[src/hdl/assert_macros.svh]
// Assertion macros shared by the RTL; define ASSERT_OFF to drop them.
`ifndef ASSERT_MACROS_SVH
`define ASSERT_MACROS_SVH
`ifndef ASSERT_OFF
`define ASSERT_IMPLIES(lbl, clk, rst, ante, cons, msg) \
  lbl: assert property (@(posedge clk) disable iff (rst) (ante) |-> (cons)) \
    else $error(msg);
`define ASSERT_NEXT(lbl, clk, rst, ante, cons, msg) \
  lbl: assert property (@(posedge clk) disable iff (rst) (ante) |=> (cons)) \
    else $error(msg);
`else
`define ASSERT_IMPLIES(lbl, clk, rst, ante, cons, msg)
`define ASSERT_NEXT(lbl, clk, rst, ante, cons, msg)
`endif
`endif

[src/hdl/cqs_pkg.sv]
// Types and constants for the circular queue with search.
`timescale 1ns / 1ps
package cqs_pkg;

  localparam int DEPTH  = 16;
  localparam int IDX_W  = $clog2(DEPTH);
  localparam int CNT_W  = $clog2(DEPTH + 1);
  localparam int DATA_W = 32;
  localparam int POS_W  = 4;

  typedef enum logic [1:0] {
    K_INSERT  = 2'd0,
    K_DELETE  = 2'd1,
    K_DISPLAY = 2'd2,
    K_SEARCH  = 2'd3
  } kind_t;

  typedef enum logic [2:0] {
    ST_INSERTED  = 3'd0,
    ST_FULL      = 3'd1,
    ST_REMOVED   = 3'd2,
    ST_EMPTY     = 3'd3,
    ST_LISTED    = 3'd4,
    ST_FOUND     = 3'd5,
    ST_NOT_FOUND = 3'd6
  } status_t;

  typedef enum logic [1:0] {
    S_IDLE,
    S_DELETE,
    S_WALK
  } state_t;

  typedef struct packed {
    logic              we;
    logic [IDX_W-1:0]  waddr;
    logic [DATA_W-1:0] wdata;
    logic [IDX_W-1:0]  raddr;
  } mem_req_t;

  typedef struct packed {
    logic [IDX_W-1:0] head;
    logic [IDX_W-1:0] tail;
    logic [CNT_W-1:0] count;
  } queue_stat_t;

  function automatic logic [IDX_W-1:0] next_slot(input logic [IDX_W-1:0] i);
    return (i == IDX_W'(DEPTH - 1)) ? '0 : i + IDX_W'(1);
  endfunction

endpackage

[src/hdl/cqs_ram.sv]
// Simple dual-port RAM, one write and one registered read per cycle.
`timescale 1ns / 1ps
module cqs_ram #(
  parameter int DEPTH  = 16,
  parameter int DATA_W = 32,
  parameter int ADDR_W = $clog2(DEPTH)
) (
  input  logic              clk,
  input  logic              we,
  input  logic [ADDR_W-1:0] waddr,
  input  logic [DATA_W-1:0] wdata,
  input  logic [ADDR_W-1:0] raddr,
  output logic [DATA_W-1:0] rdata
);

  logic [DATA_W-1:0] mem [DEPTH];

  always_ff @(posedge clk) begin
    if (we) begin
      mem[waddr] <= wdata;
    end
    rdata <= mem[raddr];
  end

endmodule

[src/hdl/cqs_ctrl.sv]
// Queue pointers, request sequencer and result registers.
`timescale 1ns / 1ps
module cqs_ctrl
  import cqs_pkg::*;
(
  input  logic                     clk,
  input  logic                     rst,
  input  logic                     start,
  output logic                     busy,
  input  logic [1:0]               kind,
  input  logic signed [DATA_W-1:0] value,
  output logic                     strobe,
  output logic [2:0]               status,
  output logic signed [DATA_W-1:0] data_out,
  output logic [POS_W-1:0]         position,
  output logic                     last,
  output mem_req_t                 mem_req,
  input  logic [DATA_W-1:0]        rdata,
  output queue_stat_t              stat
);

  state_t            state, state_next;
  logic [IDX_W-1:0]  head, head_next;
  logic [IDX_W-1:0]  tail, tail_next;
  logic [CNT_W-1:0]  count, count_next;
  logic [IDX_W-1:0]  cur_idx, cur_idx_next;
  logic [CNT_W-1:0]  left, left_next;
  logic [DATA_W-1:0] key, key_next;
  logic              srch, srch_next;

  logic              strobe_next;
  status_t           status_next;
  logic [DATA_W-1:0] data_next;
  logic [POS_W-1:0]  pos_next;
  logic              last_next;
  logic              last_one;
  kind_t             op;

  assign op       = kind_t'(kind);
  assign last_one = (left == CNT_W'(1));
  assign busy     = (state != S_IDLE);
  assign stat     = '{head: head, tail: tail, count: count};

  always_ff @(posedge clk) begin
    if (rst) begin
      state  <= S_IDLE;
      head   <= '0;
      tail   <= '0;
      count  <= '0;
      strobe <= 1'b0;
    end else begin
      state  <= state_next;
      head   <= head_next;
      tail   <= tail_next;
      count  <= count_next;
      strobe <= strobe_next;
    end
  end

  always_ff @(posedge clk) begin
    cur_idx  <= cur_idx_next;
    left     <= left_next;
    key      <= key_next;
    srch     <= srch_next;
    status   <= status_next;
    data_out <= data_next;
    position <= pos_next;
    last     <= last_next;
  end

  always_comb begin
    state_next    = state;
    head_next     = head;
    tail_next     = tail;
    count_next    = count;
    cur_idx_next  = cur_idx;
    left_next     = left;
    key_next      = key;
    srch_next     = srch;
    strobe_next   = 1'b0;
    status_next   = ST_INSERTED;
    data_next     = '0;
    pos_next      = '0;
    last_next     = 1'b1;
    mem_req.we    = 1'b0;
    mem_req.waddr = tail;
    mem_req.wdata = value;
    mem_req.raddr = head;

    unique case (state)
      S_IDLE: begin
        if (start) begin
          if (op == K_INSERT) begin
            strobe_next = 1'b1;
            if (count == CNT_W'(DEPTH)) begin
              status_next = ST_FULL;
            end else begin
              mem_req.we = 1'b1;
              tail_next  = next_slot(tail);
              count_next = count + CNT_W'(1);
            end
          end else if (count == '0) begin
            strobe_next = 1'b1;
            status_next = ST_EMPTY;
          end else if (op == K_DELETE) begin
            // head word is being read this edge
            count_next = count - CNT_W'(1);
            if (count == CNT_W'(1)) begin
              head_next = '0;
              tail_next = '0;
            end else begin
              head_next = next_slot(head);
            end
            state_next = S_DELETE;
          end else begin
            cur_idx_next = head;
            left_next    = count;
            key_next     = value;
            srch_next    = (op == K_SEARCH);
            state_next   = S_WALK;
          end
        end
      end

      S_DELETE: begin
        strobe_next = 1'b1;
        status_next = ST_REMOVED;
        data_next   = rdata;
        state_next  = S_IDLE;
      end

      S_WALK: begin
        // rdata holds entry cur_idx; fetch the following slot meanwhile
        mem_req.raddr = next_slot(cur_idx);
        if (srch && (rdata == key)) begin
          strobe_next = 1'b1;
          status_next = ST_FOUND;
          pos_next    = POS_W'(cur_idx);
          state_next  = S_IDLE;
        end else if (srch && last_one) begin
          strobe_next = 1'b1;
          status_next = ST_NOT_FOUND;
          state_next  = S_IDLE;
        end else if (srch) begin
          cur_idx_next = next_slot(cur_idx);
          left_next    = left - CNT_W'(1);
        end else begin
          strobe_next = 1'b1;
          status_next = ST_LISTED;
          data_next   = rdata;
          last_next   = last_one;
          if (last_one) begin
            state_next = S_IDLE;
          end else begin
            cur_idx_next = next_slot(cur_idx);
            left_next    = left - CNT_W'(1);
          end
        end
      end

      default: begin
        state_next = S_IDLE;
      end
    endcase
  end

endmodule

[src/hdl/circular_queue_with_search.sv]
// Top level of the circular queue with search.
//
// Usage: a request is taken at a rising edge with start high and busy low;
// kind picks insert, delete, display or search, value is the word to insert
// or to look for. Results come out one per cycle on status, data_out,
// position and last, each marked by strobe for exactly one cycle; last
// flags the final result of a request. The receiver cannot hold results off.
// Timing: insert (or a full/empty report) gives its result the cycle after
// the request and busy stays low, so requests of that kind run every cycle.
// Delete reads the head word, then reports it. Display walks the held entries
// from head, one result per cycle; search ends at the first match or the last
// entry. The entry RAM's single read port paces walks, one entry per cycle.
// Reset (rst, synchronous) empties the queue and sets head and tail to zero;
// RAM contents are not cleared, so no clearing pass is needed.
`timescale 1ns / 1ps
`include "assert_macros.svh"
module circular_queue_with_search
  import cqs_pkg::*;
(
  input  logic                     clk,
  input  logic                     rst,
  input  logic                     start,
  output logic                     busy,
  input  logic [1:0]               kind,
  input  logic signed [DATA_W-1:0] value,
  output logic                     strobe,
  output logic [2:0]               status,
  output logic signed [DATA_W-1:0] data_out,
  output logic [POS_W-1:0]         position,
  output logic                     last
);

  mem_req_t          mem_req;
  logic [DATA_W-1:0] rdata;
  queue_stat_t       stat;

  cqs_ctrl u_ctrl (
    .clk      (clk),
    .rst      (rst),
    .start    (start),
    .busy     (busy),
    .kind     (kind),
    .value    (value),
    .strobe   (strobe),
    .status   (status),
    .data_out (data_out),
    .position (position),
    .last     (last),
    .mem_req  (mem_req),
    .rdata    (rdata),
    .stat     (stat)
  );

  cqs_ram #(
    .DEPTH  (DEPTH),
    .DATA_W (DATA_W),
    .ADDR_W (IDX_W)
  ) u_ram (
    .clk   (clk),
    .we    (mem_req.we),
    .waddr (mem_req.waddr),
    .wdata (mem_req.wdata),
    .raddr (mem_req.raddr),
    .rdata (rdata)
  );

  `ASSERT_IMPLIES(a_count_bound, clk, rst, 1'b1, stat.count <= CNT_W'(DEPTH), "count overflow")
  `ASSERT_IMPLIES(a_ptr_count, clk, rst, 1'b1, IDX_W'(stat.tail - stat.head) == IDX_W'(stat.count), "pointers disagree with count")
  `ASSERT_NEXT(a_insert_result, clk, rst, start && !busy && (kind == K_INSERT), strobe && last && !busy, "insert gave no result")

endmodule

[config.mk]
export PLATFORM = sky130hd
export DESIGN_NAME = circular_queue_with_search
export DESIGN_NICKNAME = d
export VERILOG_FILES = /design/src/hdl/cqs_pkg.sv /design/src/hdl/cqs_ram.sv /design/src/hdl/cqs_ctrl.sv /design/src/hdl/circular_queue_with_search.sv
export VERILOG_INCLUDE_DIRS = /design/src /design/src/hdl
export SDC_FILE = /design/constraint.sdc
export NUM_CORES = 1
export LEC_CHECK = 0
export BUFFER_PORTS_ARGS = -buffer_cell sky130_fd_sc_hd__clkbuf_2
export CAP_MARGIN = 20
export CORE_UTILIZATION = 56
export CTS_CLUSTER_SIZE = 12
export DETAILED_ROUTE_END_ITERATION = 12
export GPL_TIMING_DRIVEN = 0
export PLACE_DENSITY = 0.78
export SYNTH_ARGS = -nofsm -noshare
export SYNTH_HDL_FRONTEND = slang
export SYNTH_SLANG_ARGS = --single-unit
export TNS_END_PERCENT = 20
[constraint.sdc]
create_clock -name clk -period 3.9 [get_ports clk]
set_input_delay 0.585 -clock clk [delete_from_list [all_inputs] [get_ports clk]]
set_output_delay 0.585 -clock clk [all_outputs]
set_load 0.02 [all_outputs]
==> impl_summary.txt <==
----------------------------------------------------
[STA]
  Final setup fails ... 0
  Fin. max-slew vios ... 0
  Actual transition at the worst max-transition pin ... 1.19 ns
  Setup repair after global routing missed its margin ... false
  Minimum clock period after layout ... approximately 3.5 ns
  Achievable clock frequency ... 290 MHz
  Setup clock skew after layout ... about 0.022 ns
  Worst slew slack as a fraction of its limit ... 20.7%
  Final Hold Viols ... 0
  Portion of the clock cycle consumed by the worst path in the final layout ... about 89%

[Power and ir drop]
  Static leakage ... 10.2 nW
  Worst vdd rail ir drop ... 0.000387 V
  PwrDens ... between 500 and 600 mW/mm2
  Total power ... 16.8 mW

[Placement]
  IO buf count ... 77
  Placed cell count ... roughly 1.9k
  Placer congestion estimate ... 0.781
  Post-DP HPWL ... 34.1 mm

[Worst setup path]
  Crit start category ... flop
  Required arrival time at the worst endpoint ... approximately 4.2 ns
  Critical path capture point type ... flop
  Terminus of the critical flop-to-flop path ... u_ram.mem[0][19]$_DFFE_PP_
  Maximum net fanout on the critical path ... 14
  Master of the slowest instance on the critical path ... sky130_fd_sc_hd__nor3_4
  Kind of critical path ... flop to flop
  Startpoint of the lowest-slack register-to-register path ... u_ctrl.count[0]$_SDFFE_PP0P_
  Number of cell instances on the worst register-to-register path ... 8
  Data arrival, critical path ... between 3 and 4 ns
  Worst reg-to-reg setup slack ... 0.45 ns
  Worst path max stage delay ... 0.90 ns
  Cell-by-cell trace of the critical path ... inv_1 > ha_1 > a31oi_2 > and2b_1 > nand2_1 > nor3_4 > buf_8 > buf_16

[Synthesis]
  #FFs+latches synth ... 642
  Gate count after technology mapping ... 1181
  Fraction of the yosys area taken by sequential cells ... 74.5%
  Number of synthesized flops with an enable pin ... 554
  Top cell type's share of synthesized area ... a little under 70%
  Total number of yosys warnings ... 0
  Distinct cell type count after synthesis ... 63
  Mean Syn Cell Area ... 20.9 um2
  Synth area leaders ... sky130_fd_sc_hd__edfxtp_1 67%, sky130_fd_sc_hd__mux4_1 7.6%, sky130_fd_sc_hd__dfxtp_1 7.1%, sky130_fd_sc_hd__mux4_2 5.2%, sky130_fd_sc_hd__mux2i_1 4.0%
  Fraction of registers with async set/reset ... 0%
  Predominant post-synthesis flop cell ... sky130_fd_sc_hd__edfxtp_1
  Syn_nets ... 1234
  Library cell occupying the most area in the post-synthesis netlist ... sky130_fd_sc_hd__edfxtp_1
  Netlist Area Pre-Place ... approximately 0.025 mm2

[Cells and area]
  Post-synthesis to final-layout area growth ... 15.2%
  Register area ... 0.0184 mm2
  Count of filler cells inserted in the layout ... around 2.7k
  Highest-count cells in the layout ignoring fill and taps ... 554 x sky130_fd_sc_hd__edfxtp_1, 99 x sky130_fd_sc_hd__mux2i_1, 88 x sky130_fd_sc_hd__dfxtp_1
  Number of standard cells in the final layout excluding fillers ... approximately 2.0k
  Share of final-layout standard cells stronger than drive strength 1 ... 21.1%
  Post-route core utilization ... 65.8%
  Most common cell after layout, fill and taps aside ... sky130_fd_sc_hd__edfxtp_1
  Final nets ... 1409
  Footprint of the multi-input gates ... 0.00596 mm2
  Antenna Diode Count ... 0

[Clocking]
  Cts bufs inserted ... 66
  Clk slew on worst S/H paths ... 0.06 ns
  Number of levels in the clock H-tree ... 3
  Number of buffers inserted by hold repair at cts ... 0
  Clk Latency, worst-skew pair ... roughly 0.59 ns
  Post-cts sizing count ... 0
  CTS tree ... yes
  Sinks on the clock net ... 642
  Buffers inserted during post-CTS setup optimization ... 0
  Buffer levels on the longest clock path ... 3
  Root Buffer Master ... sky130_fd_sc_hd__clkbuf_16

[Global route]
  Maximum number of pins on one net before global-route repair ... 21
  Vias in the first global route ... 12.3k
  Wire length of the first global-routing pass ... 79.1 mm
  Global-route usage over all layers ... 25.0%
  Initial antenna violation count ... 3
  Global-route congestion overflow total ... 0

[Floorplan]
  Initial Utilization ... between 50 and 60%
  Overall die area ... 0.0450 mm2
  Width of the die ... 212 um
  Row Count ... 76
  Top Ports ... 79
  Placeable core area ... 0.0433 mm2
  Die Y-Extent ... ~210 um

[Drt]
  Total number of vias ... ~12k
  Remaining design rule violation count ... 0
  DR pass1 iterations ... 5
  Remaining antenna violation count ... 0
  Aggregate routed wire length ... ~55 mm
  Average wire per cell in the routed design ... 27.5 um
  DR iter-0 viols ... 1223
  Detailed-route vias per instance ... 6.16

[Hold path]
  Min-delay src ... rst
  Instance count along the most critical hold path ... 2
  Hold Crit Class ... input port to flop
  End point of the worst hold path ... u_ctrl.tail[0]$_SDFFE_PP0P_

[Job]
  MaxCap Viol Count ... 0

[Run status]
  Run status ... completed

----------------------------------------------------
sequential cells by signal (all words and copies together), names as in the netlist, 2 cells and up:
name,cells
u_ctrl.key,32
u_ctrl.head,4
u_ctrl.left,5
u_ctrl.data_out,32
u_ctrl.position,4
u_ctrl.state,2
u_ram.mem,512
u_ram.rdata,32
u_ctrl.status,3
u_ctrl.tail,4
u_ctrl.count,5
u_ctrl.cur_idx,4
worst max path at each step:
| stage | from | end | slack, ns | cells past startpoint |
|---|---|---|---|---|
| 2_1_floorplan | kind[1] | u_ram.mem[3][0]$_DFFE_PP_ | -0.30 | 5 |
| 3_3_place_gp | kind[1] | u_ram.mem[3][19]$_DFFE_PP_ | -3.33 | 6 |
| 3_5_place_dp | kind[1] | u_ram.mem[0][23]$_DFFE_PP_ | 0.26 | 8 |
| 4_1_cts | u_ctrl.count[0]$_SDFFE_PP0P_ | u_ram.mem[0][26]$_DFFE_PP_ | 0.48 | 8 |
| 5_1_grt | u_ctrl.count[0]$_SDFFE_PP0P_ | u_ram.mem[0][26]$_DFFE_PP_ | 0.30 | 8 |
| 6_report | u_ctrl.count[0]$_SDFFE_PP0P_ | u_ram.mem[0][19]$_DFFE_PP_ | 0.45 | 8 |
stage by stage:
step	setup WS, ns	cell area (um2)	hold WS (ns)	TNS (ns)
after floorplan	-0.296	24700	0.450	-28.43
after CTS	0.476	28500	0.369	0
final	0.447	28500	0.386	0
after global placement	-3.33	25800	0.463	-966.85
after global routing	0.300	28500	0.406	0
after detailed placement	0.263	26500	0.464	0
critical path: cells and delay by family (launching register included):
kind | cells | cell delay, ns
simple gates | 3 | 1.52
flops | 1 | 0.43
buf+inv | 3 | 0.54
fa+ha+maj | 1 | 0.24
compound gates | 1 | 0.40
cells by family (layout without fill, tap and decap cells):
logic type                 count (synthesis)  in the layout  share of synthesized area [%]
AOI/OAI and AO/OA                         46             46                           1.25
xor gates and xnor gates                  42             42                           1.49
adders and majority gates                 16             16                          0.810
buffers and inverters                     63            288                           1.90
DFF                                      642            642                           74.5
muxes                                    231            231                           16.9
and+or+nand+nor                          141            141                           3.14
layer usage:
| layer | wire (um) | global-route usage, % |
|---|---|---|
| met1 | 21600 | 33.9 |
| met2 | 26500 | 39.7 |
| met3 | 4810 | 5.41 |
| met4 | 1840 | 10.3 |
| met5 | 31 | 0 |
final cells by class:
cell class | count | area share [%]
flip-flops and latches | 642 | 64.6
well taps | 585 | 2.57
repair buffers | 107 | 3.20
clock inverters | 8 | 0.163
clock buffers | 110 | 6.82
multi-input cells | 476 | 21.0
inverters | 15 | 0.198
plain buffers | 48 | 1.45
synthesized netlist by cell type, types with 5 or more instances:
master,instances
sky130_fd_sc_hd__mux2i_1,99
sky130_fd_sc_hd__xor2_1,37
sky130_fd_sc_hd__inv_1,15
sky130_fd_sc_hd__ha_1,16
sky130_fd_sc_hd__clkbuf_1,20
sky130_fd_sc_hd__mux4_1,71
sky130_fd_sc_hd__edfxtp_1,554
sky130_fd_sc_hd__buf_12,11
sky130_fd_sc_hd__dfxtp_1,88
sky130_fd_sc_hd__a21oi_1,13
sky130_fd_sc_hd__mux4_2,57
sky130_fd_sc_hd__o21ai_0,6
sky130_fd_sc_hd__nor2_1,34
sky130_fd_sc_hd__nand2_1,16
sky130_fd_sc_hd__nand3_1,8
sky130_fd_sc_hd__nor3_1,11
sky130_fd_sc_hd__nor4_1,9
sky130_fd_sc_hd__and2_1,38
sky130_fd_sc_hd__xnor2_1,5
sky130_fd_sc_hd__buf_2,10
power breakdown:
| part | total, mW | internal, mW | switching [mW] | leakage (nW) |
|---|---|---|---|---|
| clock | 5.88 | 3.39 | 2.49 | 0.956 |
| sequential | 7.99 | 7.79 | 0.204 | 5.71 |
| combinational | 2.95 | 1.34 | 1.60 | 3.56 |
(Power assumes the default switching activity.)
